<file path="config.mk">
export PLATFORM = sky130hd
export DESIGN_NAME = comment_whitespace_skipper_core
export DESIGN_NICKNAME = d
export VERILOG_FILES = /design/src/rtl/core/cws_pkg.sv /design/src/rtl/core/comment_whitespace_skipper_core.sv /design/src/rtl/core/cws_step.sv
export SDC_FILE = /design/constraint.sdc
export NUM_CORES = 1
export LEC_CHECK = 0
export ABC_AREA = 1
export CAP_MARGIN = 10
export CELL_PAD_IN_SITES_DETAIL_PLACEMENT = 2
export CELL_PAD_IN_SITES_GLOBAL_PLACEMENT = 2
export CORE_ASPECT_RATIO = 1.75
export CORE_MARGIN = 5
export CORE_UTILIZATION = 40
export CTS_BUF_LIST = sky130_fd_sc_hd__clkbuf_8
export DETAILED_ROUTE_END_ITERATION = 7
export DONT_BUFFER_PORTS = 1
export PLACE_DENSITY_LB_ADDON = 0.1
export SYNTH_ARGS = -nofsm -noshare
export SYNTH_HDL_FRONTEND = slang
export SYNTH_SLANG_ARGS = --single-unit
</file>
<file path="constraint.sdc">
create_clock -name clk -period 4.2 [get_ports clk]
set_clock_uncertainty 0.05 [all_clocks]
set_input_delay 0.63 -clock clk [delete_from_list [all_inputs] [get_ports clk]]
set_output_delay 0.63 -clock clk [all_outputs]
set_load 0.01 [all_outputs]
</file>
<file path="src/rtl/core/cws_pkg.sv">
// ----------------------------------------------------------------------------
// cws_pkg
// Shared types and constants for the comment and whitespace skipper.
// ----------------------------------------------------------------------------
package cws_pkg;

  localparam int POS_BITS = 16;
  localparam logic [POS_BITS-1:0] POS_MAX = {POS_BITS{1'b1}};
  localparam logic [POS_BITS-1:0] POS_ONE = {{(POS_BITS-1){1'b0}}, 1'b1};

  localparam logic [7:0] CH_NL    = 8'h0A;
  localparam logic [7:0] CH_TAB   = 8'h09;
  localparam logic [7:0] CH_SPACE = 8'h20;
  localparam logic [7:0] CH_SLASH = 8'h2F;
  localparam logic [7:0] CH_STAR  = 8'h2A;

  typedef enum logic [2:0] {
    MODE_NORMAL     = 3'd0,
    MODE_SLASH      = 3'd1,
    MODE_LINE       = 3'd2,
    MODE_BLOCK      = 3'd3,
    MODE_BLOCK_STAR = 3'd4
  } mode_t;

  typedef enum logic [1:0] {
    KIND_CHAR   = 2'd0,
    KIND_STRAY  = 2'd1,
    KIND_UNTERM = 2'd2
  } kind_t;

  typedef struct packed {
    mode_t                mode_nxt;
    logic [POS_BITS-1:0]  line_nxt;
    logic [POS_BITS-1:0]  col_nxt;
    logic                 emit;
    kind_t                kind;
    logic [7:0]           ch;
    logic [POS_BITS-1:0]  line;
    logic [POS_BITS-1:0]  col;
  } step_t;

endpackage

</file>
<file path="src/rtl/core/comment_whitespace_skipper_core.sv">
// ----------------------------------------------------------------------------
// comment_whitespace_skipper_core
// Drops whitespace and C comments from a stream and reports the remaining
// characters, stray slashes and unterminated comments with line and column.
//
//   channel | dir | handshake          | payload
//   in_     | in  | in_valid/in_stall  | char_in, end_of_stream
//   out_    | out | out_valid/out_stall| kind, char_out, line_no, column_no
//
// One request per cycle while out_stall is low, passing the input register,
// then the result register. The mode and position registers update when the
// held request passes through the step logic into the result register.
// Reset: mode normal, line and column 1, both stages empty.
// out_stall holds the result register; the input register then fills and
// in_stall rises.
// ----------------------------------------------------------------------------
module comment_whitespace_skipper_core (
  input  logic                          clk,
  input  logic                          rst_n,
  input  logic                          in_valid,
  output logic                          in_stall,
  input  logic [7:0]                    in_char_in,
  input  logic                          in_end_of_stream,
  output logic                          out_valid,
  input  logic                          out_stall,
  output logic [1:0]                    out_kind,
  output logic [7:0]                    out_char_out,
  output logic [cws_pkg::POS_BITS-1:0]  out_line_no,
  output logic [cws_pkg::POS_BITS-1:0]  out_column_no
);
  import cws_pkg::*;

  logic                 s1_valid_r, s1_valid_nxt;
  logic [7:0]           s1_ch_r;
  logic                 s1_eos_r;
  mode_t                mode_r;
  logic [POS_BITS-1:0]  line_r;
  logic [POS_BITS-1:0]  col_r;
  logic                 out_valid_r, out_valid_nxt;
  kind_t                out_kind_r;
  logic [7:0]           out_ch_r;
  logic [POS_BITS-1:0]  out_line_r;
  logic [POS_BITS-1:0]  out_col_r;
  step_t                step;
  logic                 adv;
  logic                 take;

  cws_step u_step (
    .mode (mode_r),
    .line (line_r),
    .col  (col_r),
    .ch   (s1_ch_r),
    .eos  (s1_eos_r),
    .step (step)
  );

  assign adv      = s1_valid_r && (!out_valid_r || !out_stall);
  assign in_stall = s1_valid_r && !adv;
  assign take     = in_valid && !in_stall;

  always_comb begin
    s1_valid_nxt = take ? 1'b1 : (adv ? 1'b0 : s1_valid_r);
    if (adv)                          out_valid_nxt = step.emit;
    else if (out_valid_r && !out_stall) out_valid_nxt = 1'b0;
    else                              out_valid_nxt = out_valid_r;
  end

  always_ff @(posedge clk) begin
    if (!rst_n) begin
      s1_valid_r  <= 1'b0;
      out_valid_r <= 1'b0;
      mode_r      <= MODE_NORMAL;
      line_r      <= POS_ONE;
      col_r       <= POS_ONE;
    end else begin
      s1_valid_r  <= s1_valid_nxt;
      out_valid_r <= out_valid_nxt;
      if (adv) begin
        mode_r <= step.mode_nxt;
        line_r <= step.line_nxt;
        col_r  <= step.col_nxt;
      end
    end
  end

  always_ff @(posedge clk) begin
    if (take) begin
      s1_ch_r  <= in_char_in;
      s1_eos_r <= in_end_of_stream;
    end
    if (adv && step.emit) begin
      out_kind_r <= step.kind;
      out_ch_r   <= step.ch;
      out_line_r <= step.line;
      out_col_r  <= step.col;
    end
  end

  assign out_valid     = out_valid_r;
  assign out_kind      = out_kind_r;
  assign out_char_out  = out_ch_r;
  assign out_line_no   = out_line_r;
  assign out_column_no = out_col_r;

endmodule

</file>
<file path="src/rtl/core/cws_step.sv">
// ----------------------------------------------------------------------------
// cws_step
// Mode transition, position update and result selection for one character.
// ----------------------------------------------------------------------------
module cws_step (
  input  cws_pkg::mode_t                 mode,
  input  logic [cws_pkg::POS_BITS-1:0]   line,
  input  logic [cws_pkg::POS_BITS-1:0]   col,
  input  logic [7:0]                     ch,
  input  logic                           eos,
  output cws_pkg::step_t                 step
);
  import cws_pkg::*;

  logic is_nl;
  logic is_ws;

  assign is_nl = (ch == CH_NL);
  assign is_ws = is_nl || (ch == CH_TAB) || (ch == CH_SPACE);

  always_comb begin
    step          = '0;
    step.mode_nxt = MODE_NORMAL;
    step.line_nxt = line;
    step.col_nxt  = col;
    step.kind     = KIND_CHAR;
    step.ch       = ch;
    step.line     = line;
    step.col      = col;
    step.emit     = 1'b0;

    if (eos) begin
      step.ch = 8'h00;
      case (mode)
        MODE_BLOCK, MODE_BLOCK_STAR: begin
          step.emit = 1'b1;
          step.kind = KIND_UNTERM;
        end
        MODE_SLASH: begin
          step.emit = 1'b1;
          step.kind = KIND_STRAY;
        end
        default: begin
          step.emit = 1'b0;
        end
      endcase
    end else begin
      if (is_nl) begin
        if (line != POS_MAX) step.line_nxt = line + POS_ONE;
        step.col_nxt = POS_ONE;
      end else if (col != POS_MAX) begin
        step.col_nxt = col + POS_ONE;
      end

      case (mode)
        MODE_SLASH: begin
          if (ch == CH_SLASH) begin
            step.mode_nxt = MODE_LINE;
          end else if (ch == CH_STAR) begin
            step.mode_nxt = MODE_BLOCK;
          end else begin
            step.emit = 1'b1;
            step.kind = KIND_STRAY;
          end
        end
        MODE_LINE: begin
          step.mode_nxt = is_nl ? MODE_NORMAL : MODE_LINE;
        end
        MODE_BLOCK: begin
          step.mode_nxt = (ch == CH_STAR) ? MODE_BLOCK_STAR : MODE_BLOCK;
        end
        MODE_BLOCK_STAR: begin
          if (ch == CH_SLASH)     step.mode_nxt = MODE_NORMAL;
          else if (ch == CH_STAR) step.mode_nxt = MODE_BLOCK_STAR;
          else                    step.mode_nxt = MODE_BLOCK;
        end
        default: begin
          if (ch == CH_SLASH) begin
            step.mode_nxt = MODE_SLASH;
          end else if (!is_ws) begin
            step.emit = 1'b1;
          end
        end
      endcase
    end
  end

endmodule

</file>
# After elaboration in Yosys (flattened, before gate mapping)
# Cells that the tools add are included.
[totals]
output_inout_bits = 44
register_bits = 88
word_cells = 70
inputBits = 13
[op_classes]
mux = 25
addsub = 2
bitwise = 1
eq_ne = 11
reduce_logical = 20
[op_table]
columns = ["op", "n"]
rows = [
  ["2-to-1 mux 16 bit", 4],
  ["2-to-1 mux 35 bit", 1],
  ["adder 16 x 1 -> 16 bit, second input constant", 2],
  ["inequality test 16 bit, second input constant", 2],
  ["equality test 8 x 6 -> 1 bit, second input constant", 3],
  ["2-to-1 mux 3 bit", 6],
  ["equality test 8 x 4 -> 1 bit, second input constant", 2],
  ["case mux 3 bit (4 select lines)", 1],
  ["2-to-1 mux 1 bit", 8],
  ["equality test 3 x 2 -> 1 bit, second input constant", 2],
  ["2-to-1 mux 2 bit", 3],
  ["nonzero test 2 bit", 3],
  ["OR reduction 3 bit", 2],
  ["logical AND 1 bit", 5],
  ["logical NOT 1 bit", 4],
  ["case mux 2 bit (2 select lines)", 1],
  ["AND reduction 4 bit", 1],
  ["equality test 3 x 1 -> 1 bit, second input constant", 1],
  ["equality test 3 bit, second input constant", 1],
  ["logical OR 1 bit", 3],
  ["AND reduction 3 bit", 1],
  ["case mux 1 bit (2 select lines)", 1],
  ["OR reduction 2 bit", 1],
  ["NOT 1 bit", 1],
]

# Longest topological paths before layout
[depth]
word_depth = 8
ltp_mapped = 12
depth_no_buf = 12

# Hierarchy
# Synthesis repeated with hierarchy kept, for this count alone.
[unflattened]
cells_unflattened = 635
hier_area_um2 = 4909.7
[modules_own_cells]
columns = ["mod", "n_inst", "area_each_um2", "seq_area_each_um2", "cells_each"]
rows = [
  ["comment_whitespace_skipper_core", 1, 3163.0, 2272.2, 292],
  ["cws_step", 1, 1746.7, 0.0, 343],
]

# Least setup slack after synthesis
# OpenSTA, ideal clock, no wires.
[synth_timing]
path_type = "in2reg"
from = "input out_stall"
to = "register out_ch_r[0] (netlist: out_char_out[0]) (enable)"
path_buffers = 0
setup_slack_ns = 1.912
arrival_ns = 1.841
path_stages = 5
required_time_ns = 3.754
setup_ns = 0.396
path_cell_list = "nand2_1 -> nand2_1 -> a21oi_1 -> nand2_1 -> inv_1"
[synth_via]
elab_chain_cells = 4
[synth_rtl]
columns = ["element", "line", "source"]
rows = [
  ["start, declared", "comment_whitespace_skipper_core.sv:25", "input logic out_stall,"],
  ["logical NOT 1 bit", "comment_whitespace_skipper_core.sv:57", "assign adv = s1_valid_r && (!out_valid_r || !out_stall);"],
  ["logical OR 1 bit", "comment_whitespace_skipper_core.sv:57", ""],
  ["logical AND 1 bit", "comment_whitespace_skipper_core.sv:57", ""],
  ["logical AND 1 bit", "comment_whitespace_skipper_core.sv:91", "if (adv && step.emit) begin"],
  ["end signal, assigned", "comment_whitespace_skipper_core.sv:93", "out_ch_r <= step.ch;"],
  ["end, declared", "comment_whitespace_skipper_core.sv:41", "logic [7:0] out_ch_r;"],
]
# Every way passes these cells.
# A chain may end at the register's enable or synchronous reset.

# Worst setup path after layout
[layout_timing]
from = "register s1_ch_r[0]"
to = "register out_col_r[0] (netlist: out_column_no[0]) (enable)"
[layout_via]
elab_chain_cells = 8
elab_cells_between_ends = 14
cone_classes = "eq/ne: 5; mux: 6; reduce/logical: 3"
[layout_rtl]
columns = ["element", "line", "source"]
rows = [
  ["start, declared", "comment_whitespace_skipper_core.sv:34", "logic [7:0] s1_ch_r;"],
  ["start signal, assigned", "comment_whitespace_skipper_core.sv:88", "s1_ch_r <= in_char_in;"],
  ["equality test 8 x 4 -> 1 bit (on tied branches)", "cws_step.sv:18, cws_step.sv:19", ""],
  ["logical OR 1 bit (2 in series)", "cws_step.sv:19", "assign is_ws = is_nl || (ch == CH_TAB) || (ch == CH_SPACE);"],
  ["2-to-1 mux 1 bit", "cws_step.sv:80", "end else if (!is_ws) begin"],
  ["2-to-1 mux 1 bit", "cws_step.sv:78", "if (ch == CH_SLASH) begin"],
  ["case mux 1 bit (2 select lines) (*)", "cws_step.sv:55", "case (mode)"],
  ["2-to-1 mux 3 bit (*)", "cws_step.sv:32", "if (eos) begin"],
  ["logical AND 1 bit (*)", "comment_whitespace_skipper_core.sv:91", ""],
  ["end signal, assigned", "comment_whitespace_skipper_core.sv:95", "out_col_r <= step.col;"],
  ["end, declared", "comment_whitespace_skipper_core.sv:43", "logic [POS_BITS-1:0] out_col_r;"],
]
# Every way passes the cells marked *; elsewhere a longest branch is shown, timed or not.

==> metrics.cfg <==
[clock_network]
post_cts_buffers = 0
cts_buffers = 9
root_buffer = clkbuf_8
path_clk_slew_ns = 0.09
postCtsHoldBufs = 0
clock_latency_ns = 0.37
h-tree-depth = 3
cts-resized-gates = 0
cts_tree = built
cts.sinks = 88
ctsLongestPathBuffers = 2

[floorplan]
die_x_um = 85.2
coreArea_sq_um = 9790
pin_count = 57
dieArea_sq_um = 12100
start_util_pct = 40.4
rows = 48
dieHeight_um = 142

[hold_path]
hold_path_class = input port to flop
worstHoldStart = in_char_in[3]

[critical_path]
cp-start-kind = flop
reg2regPathDepth = 9
critPathMaxFanout = 42
startpoint = s1_ch_r[0]
cpMostUsedCell = nand2_1
cp_slowest_cell = inv_2
crit_path_end = out_column_no[0]
required_ns = 4.14
end_kind = flop
critPathTopFamily = simple AND/OR/NAND/NOR gates
cp_cell_sequence = nand2_1 > nor2_1 > nand2_1 > inv_1 > nor2_1 > nand2_1 > nand2_1 > nand2_1 > inv_2
crit_cells = 9
r2r-end = out_column_no[0]
arrival_ns = 2.34
crit_type = flop to flop
reg2reg_slack_ns = 1.81
rr_startpoint = s1_ch_r[0]
critPathBufInv = 2
crit_path_max_incr_delay_ns = 0.67

[finish]
drive_above_1_share_pct = 8.53
fin_util_pct = 43.4
syn2layout_area_growth_pct = 7.37
finalNetCount = 467
fill_cells = 1135
design_area_sq_um = 4250
mostFrequentLayoutCells = nand2_1, nor2_1, edfxtp_1, inv_1, dfxtp_1
stdcell_count = 583
mostFrequentLayoutCell = nand2_1

[yosys]
ys.warnings.count = 0
synth_fa_ha_area_share_pct = 0.633
synth_compound_area_share_pct = 4.81
synth_nets = 464
synth_area_sq_um = 3960
synth_cells = 449
ys_seq_area_share_pct = 57.5
synthXorXnorAreaFrac_pct = 2.66
ys_ff_latch = 88
synth.lib_cells_used.distinct = 27
synth.avg_cell_area_sq_um = 8.81
synth_top_family_by_area = simple AND/OR/NAND/NOR gates
synth.area.mux_share_pct = 0
synth-simple-area-share_pct = 27.8

[timing]
setup_viol = 0
fin_hold_ws_ns = 0.300
period_needed_ns = 2.39
finalCritPeriodShare_pct = 57.0
slew_headroom_pct = 38.4
hold_viol_final = 0
setup_tns_ns = 0
tightest_slew_ns = 0.922
max_freq_ghz = 0.418
finalMaxSlewViolations = 0
rsz0062_at_grt = false
layout_setup_ws_ns = 1.81

[route]
vias_per_cell = 5.19
wirelength_um = 10500
first_iter_violations = 108
firstDrtPassIters = 4
drc = 0
via_count = 3026
wire_per_inst_um = 18.0
antenna_left = 0

[global_routing]
grt_max_degree = 43
grt_overflow = 0
first_global_vias = 3413
antenna_found_initial = 1
track_usage_pct = 18.5
grt_pass1_wl_um = 17200

[placed_design]
dpl_worst_slack_ns = 1.84
gp_congestion = 0.808
portBuffers = 0
dp_hpwl_um = 7630
place_area_sq_um = 4050
dp_cells = 566

[pwr]
p_leak_nw = 1.55
max-vdd-ir-drop_v = 0.000175
powerDensity_nw_per_um2 = 372
power.total_mw = 1.58

[run]
cap_violations = 0

[outcome]
status = complete, no violations

## area by class of cell
type,instances,area (sq um),area share (%)
inverters,53,201,4.74
well taps,125,156,3.68
clock inverters,7,71.3,1.68
clock buffers,9,124,2.92
diodes,1,2.50,0.0589
multi-input cells,300,1420,33.4
flip-flops and latches,88,2270,53.5
## power breakdown
| group | internal (mW) | switching (mW) |
|---|---|---|
| clock | 0.276 | 0.322 |
| sequential | 0.925 | 0.0143 |
| combinational | 0.00842 | 0.0338 |
| total | 1.21 | 0.370 |
## sequential cells by signal, summed over array words and instances, names as in the netlist
name and cells:
col_r 16, line_r 16, out_column_no 16, out_line_no 16, out_char_out 8, s1_ch_r 8, mode_r 3, out_kind 2
out_valid 1, s1_eos_r 1, s1_valid_r 1
## layer usage
layer,up-vias,track usage (%),part of all wire (%)
met4,0,6.59,2.0
met3,17,3.95,2.5
met2,36,37.0,59
met5,-,0,0
met1,1513,18.1,36
li1,1460,-,-
## kinds of logic (layout without fill, tap and decap cells)
kind of cell,after synthesis,after routing
simple gates,248,248
compound gates,38,38
fa+ha+maj,2,2
flops,88,88
buf+inv,61,69
other cells,0,1
xor+xnor,12,12
## cells in the mapped netlist
master | instances | share of area (%)
nor3_1 | 5 | 0.63
buf_2 | 2 | 0.25
nand4_1 | 11 | 1.7
inv_1 | 45 | 4.3
ha_1 | 2 | 0.63
nand2_1 | 118 | 11
dfxtp_1 | 37 | 19
xnor2_1 | 5 | 1.1
nand3_2 | 3 | 0.76
nand3_4 | 1 | 0.44
clkbuf_1 | 1 | 0.095
nand2_4 | 2 | 0.57
nor2_1 | 71 | 6.7
nor2_4 | 4 | 1.1
nor3_2 | 2 | 0.51
xor2_1 | 7 | 1.6
o21ai_0 | 8 | 1.0
nand2_2 | 2 | 0.32
nor4_1 | 1 | 0.16
nor2_2 | 1 | 0.16
nand3_1 | 27 | 3.4
buf_1 | 1 | 0.095
inv_4 | 1 | 0.16
buf_6 | 4 | 1.1
inv_2 | 7 | 0.66
edfxtp_1 | 51 | 39
a21oi_1 | 30 | 3.8
## worst min-delay path by stage
stage	to	slack, ns	cells after the start
floorplan	out_column_no[9]	0.40	0
global placement	out_column_no[14]	0.43	0
detailed placement	out_column_no[14]	0.43	0
CTS	s1_eos_r	0.28	0
global route	s1_ch_r[3]	0.26	0
finish	s1_ch_r[3]	0.30	0
(Power assumes the default switching activity.)
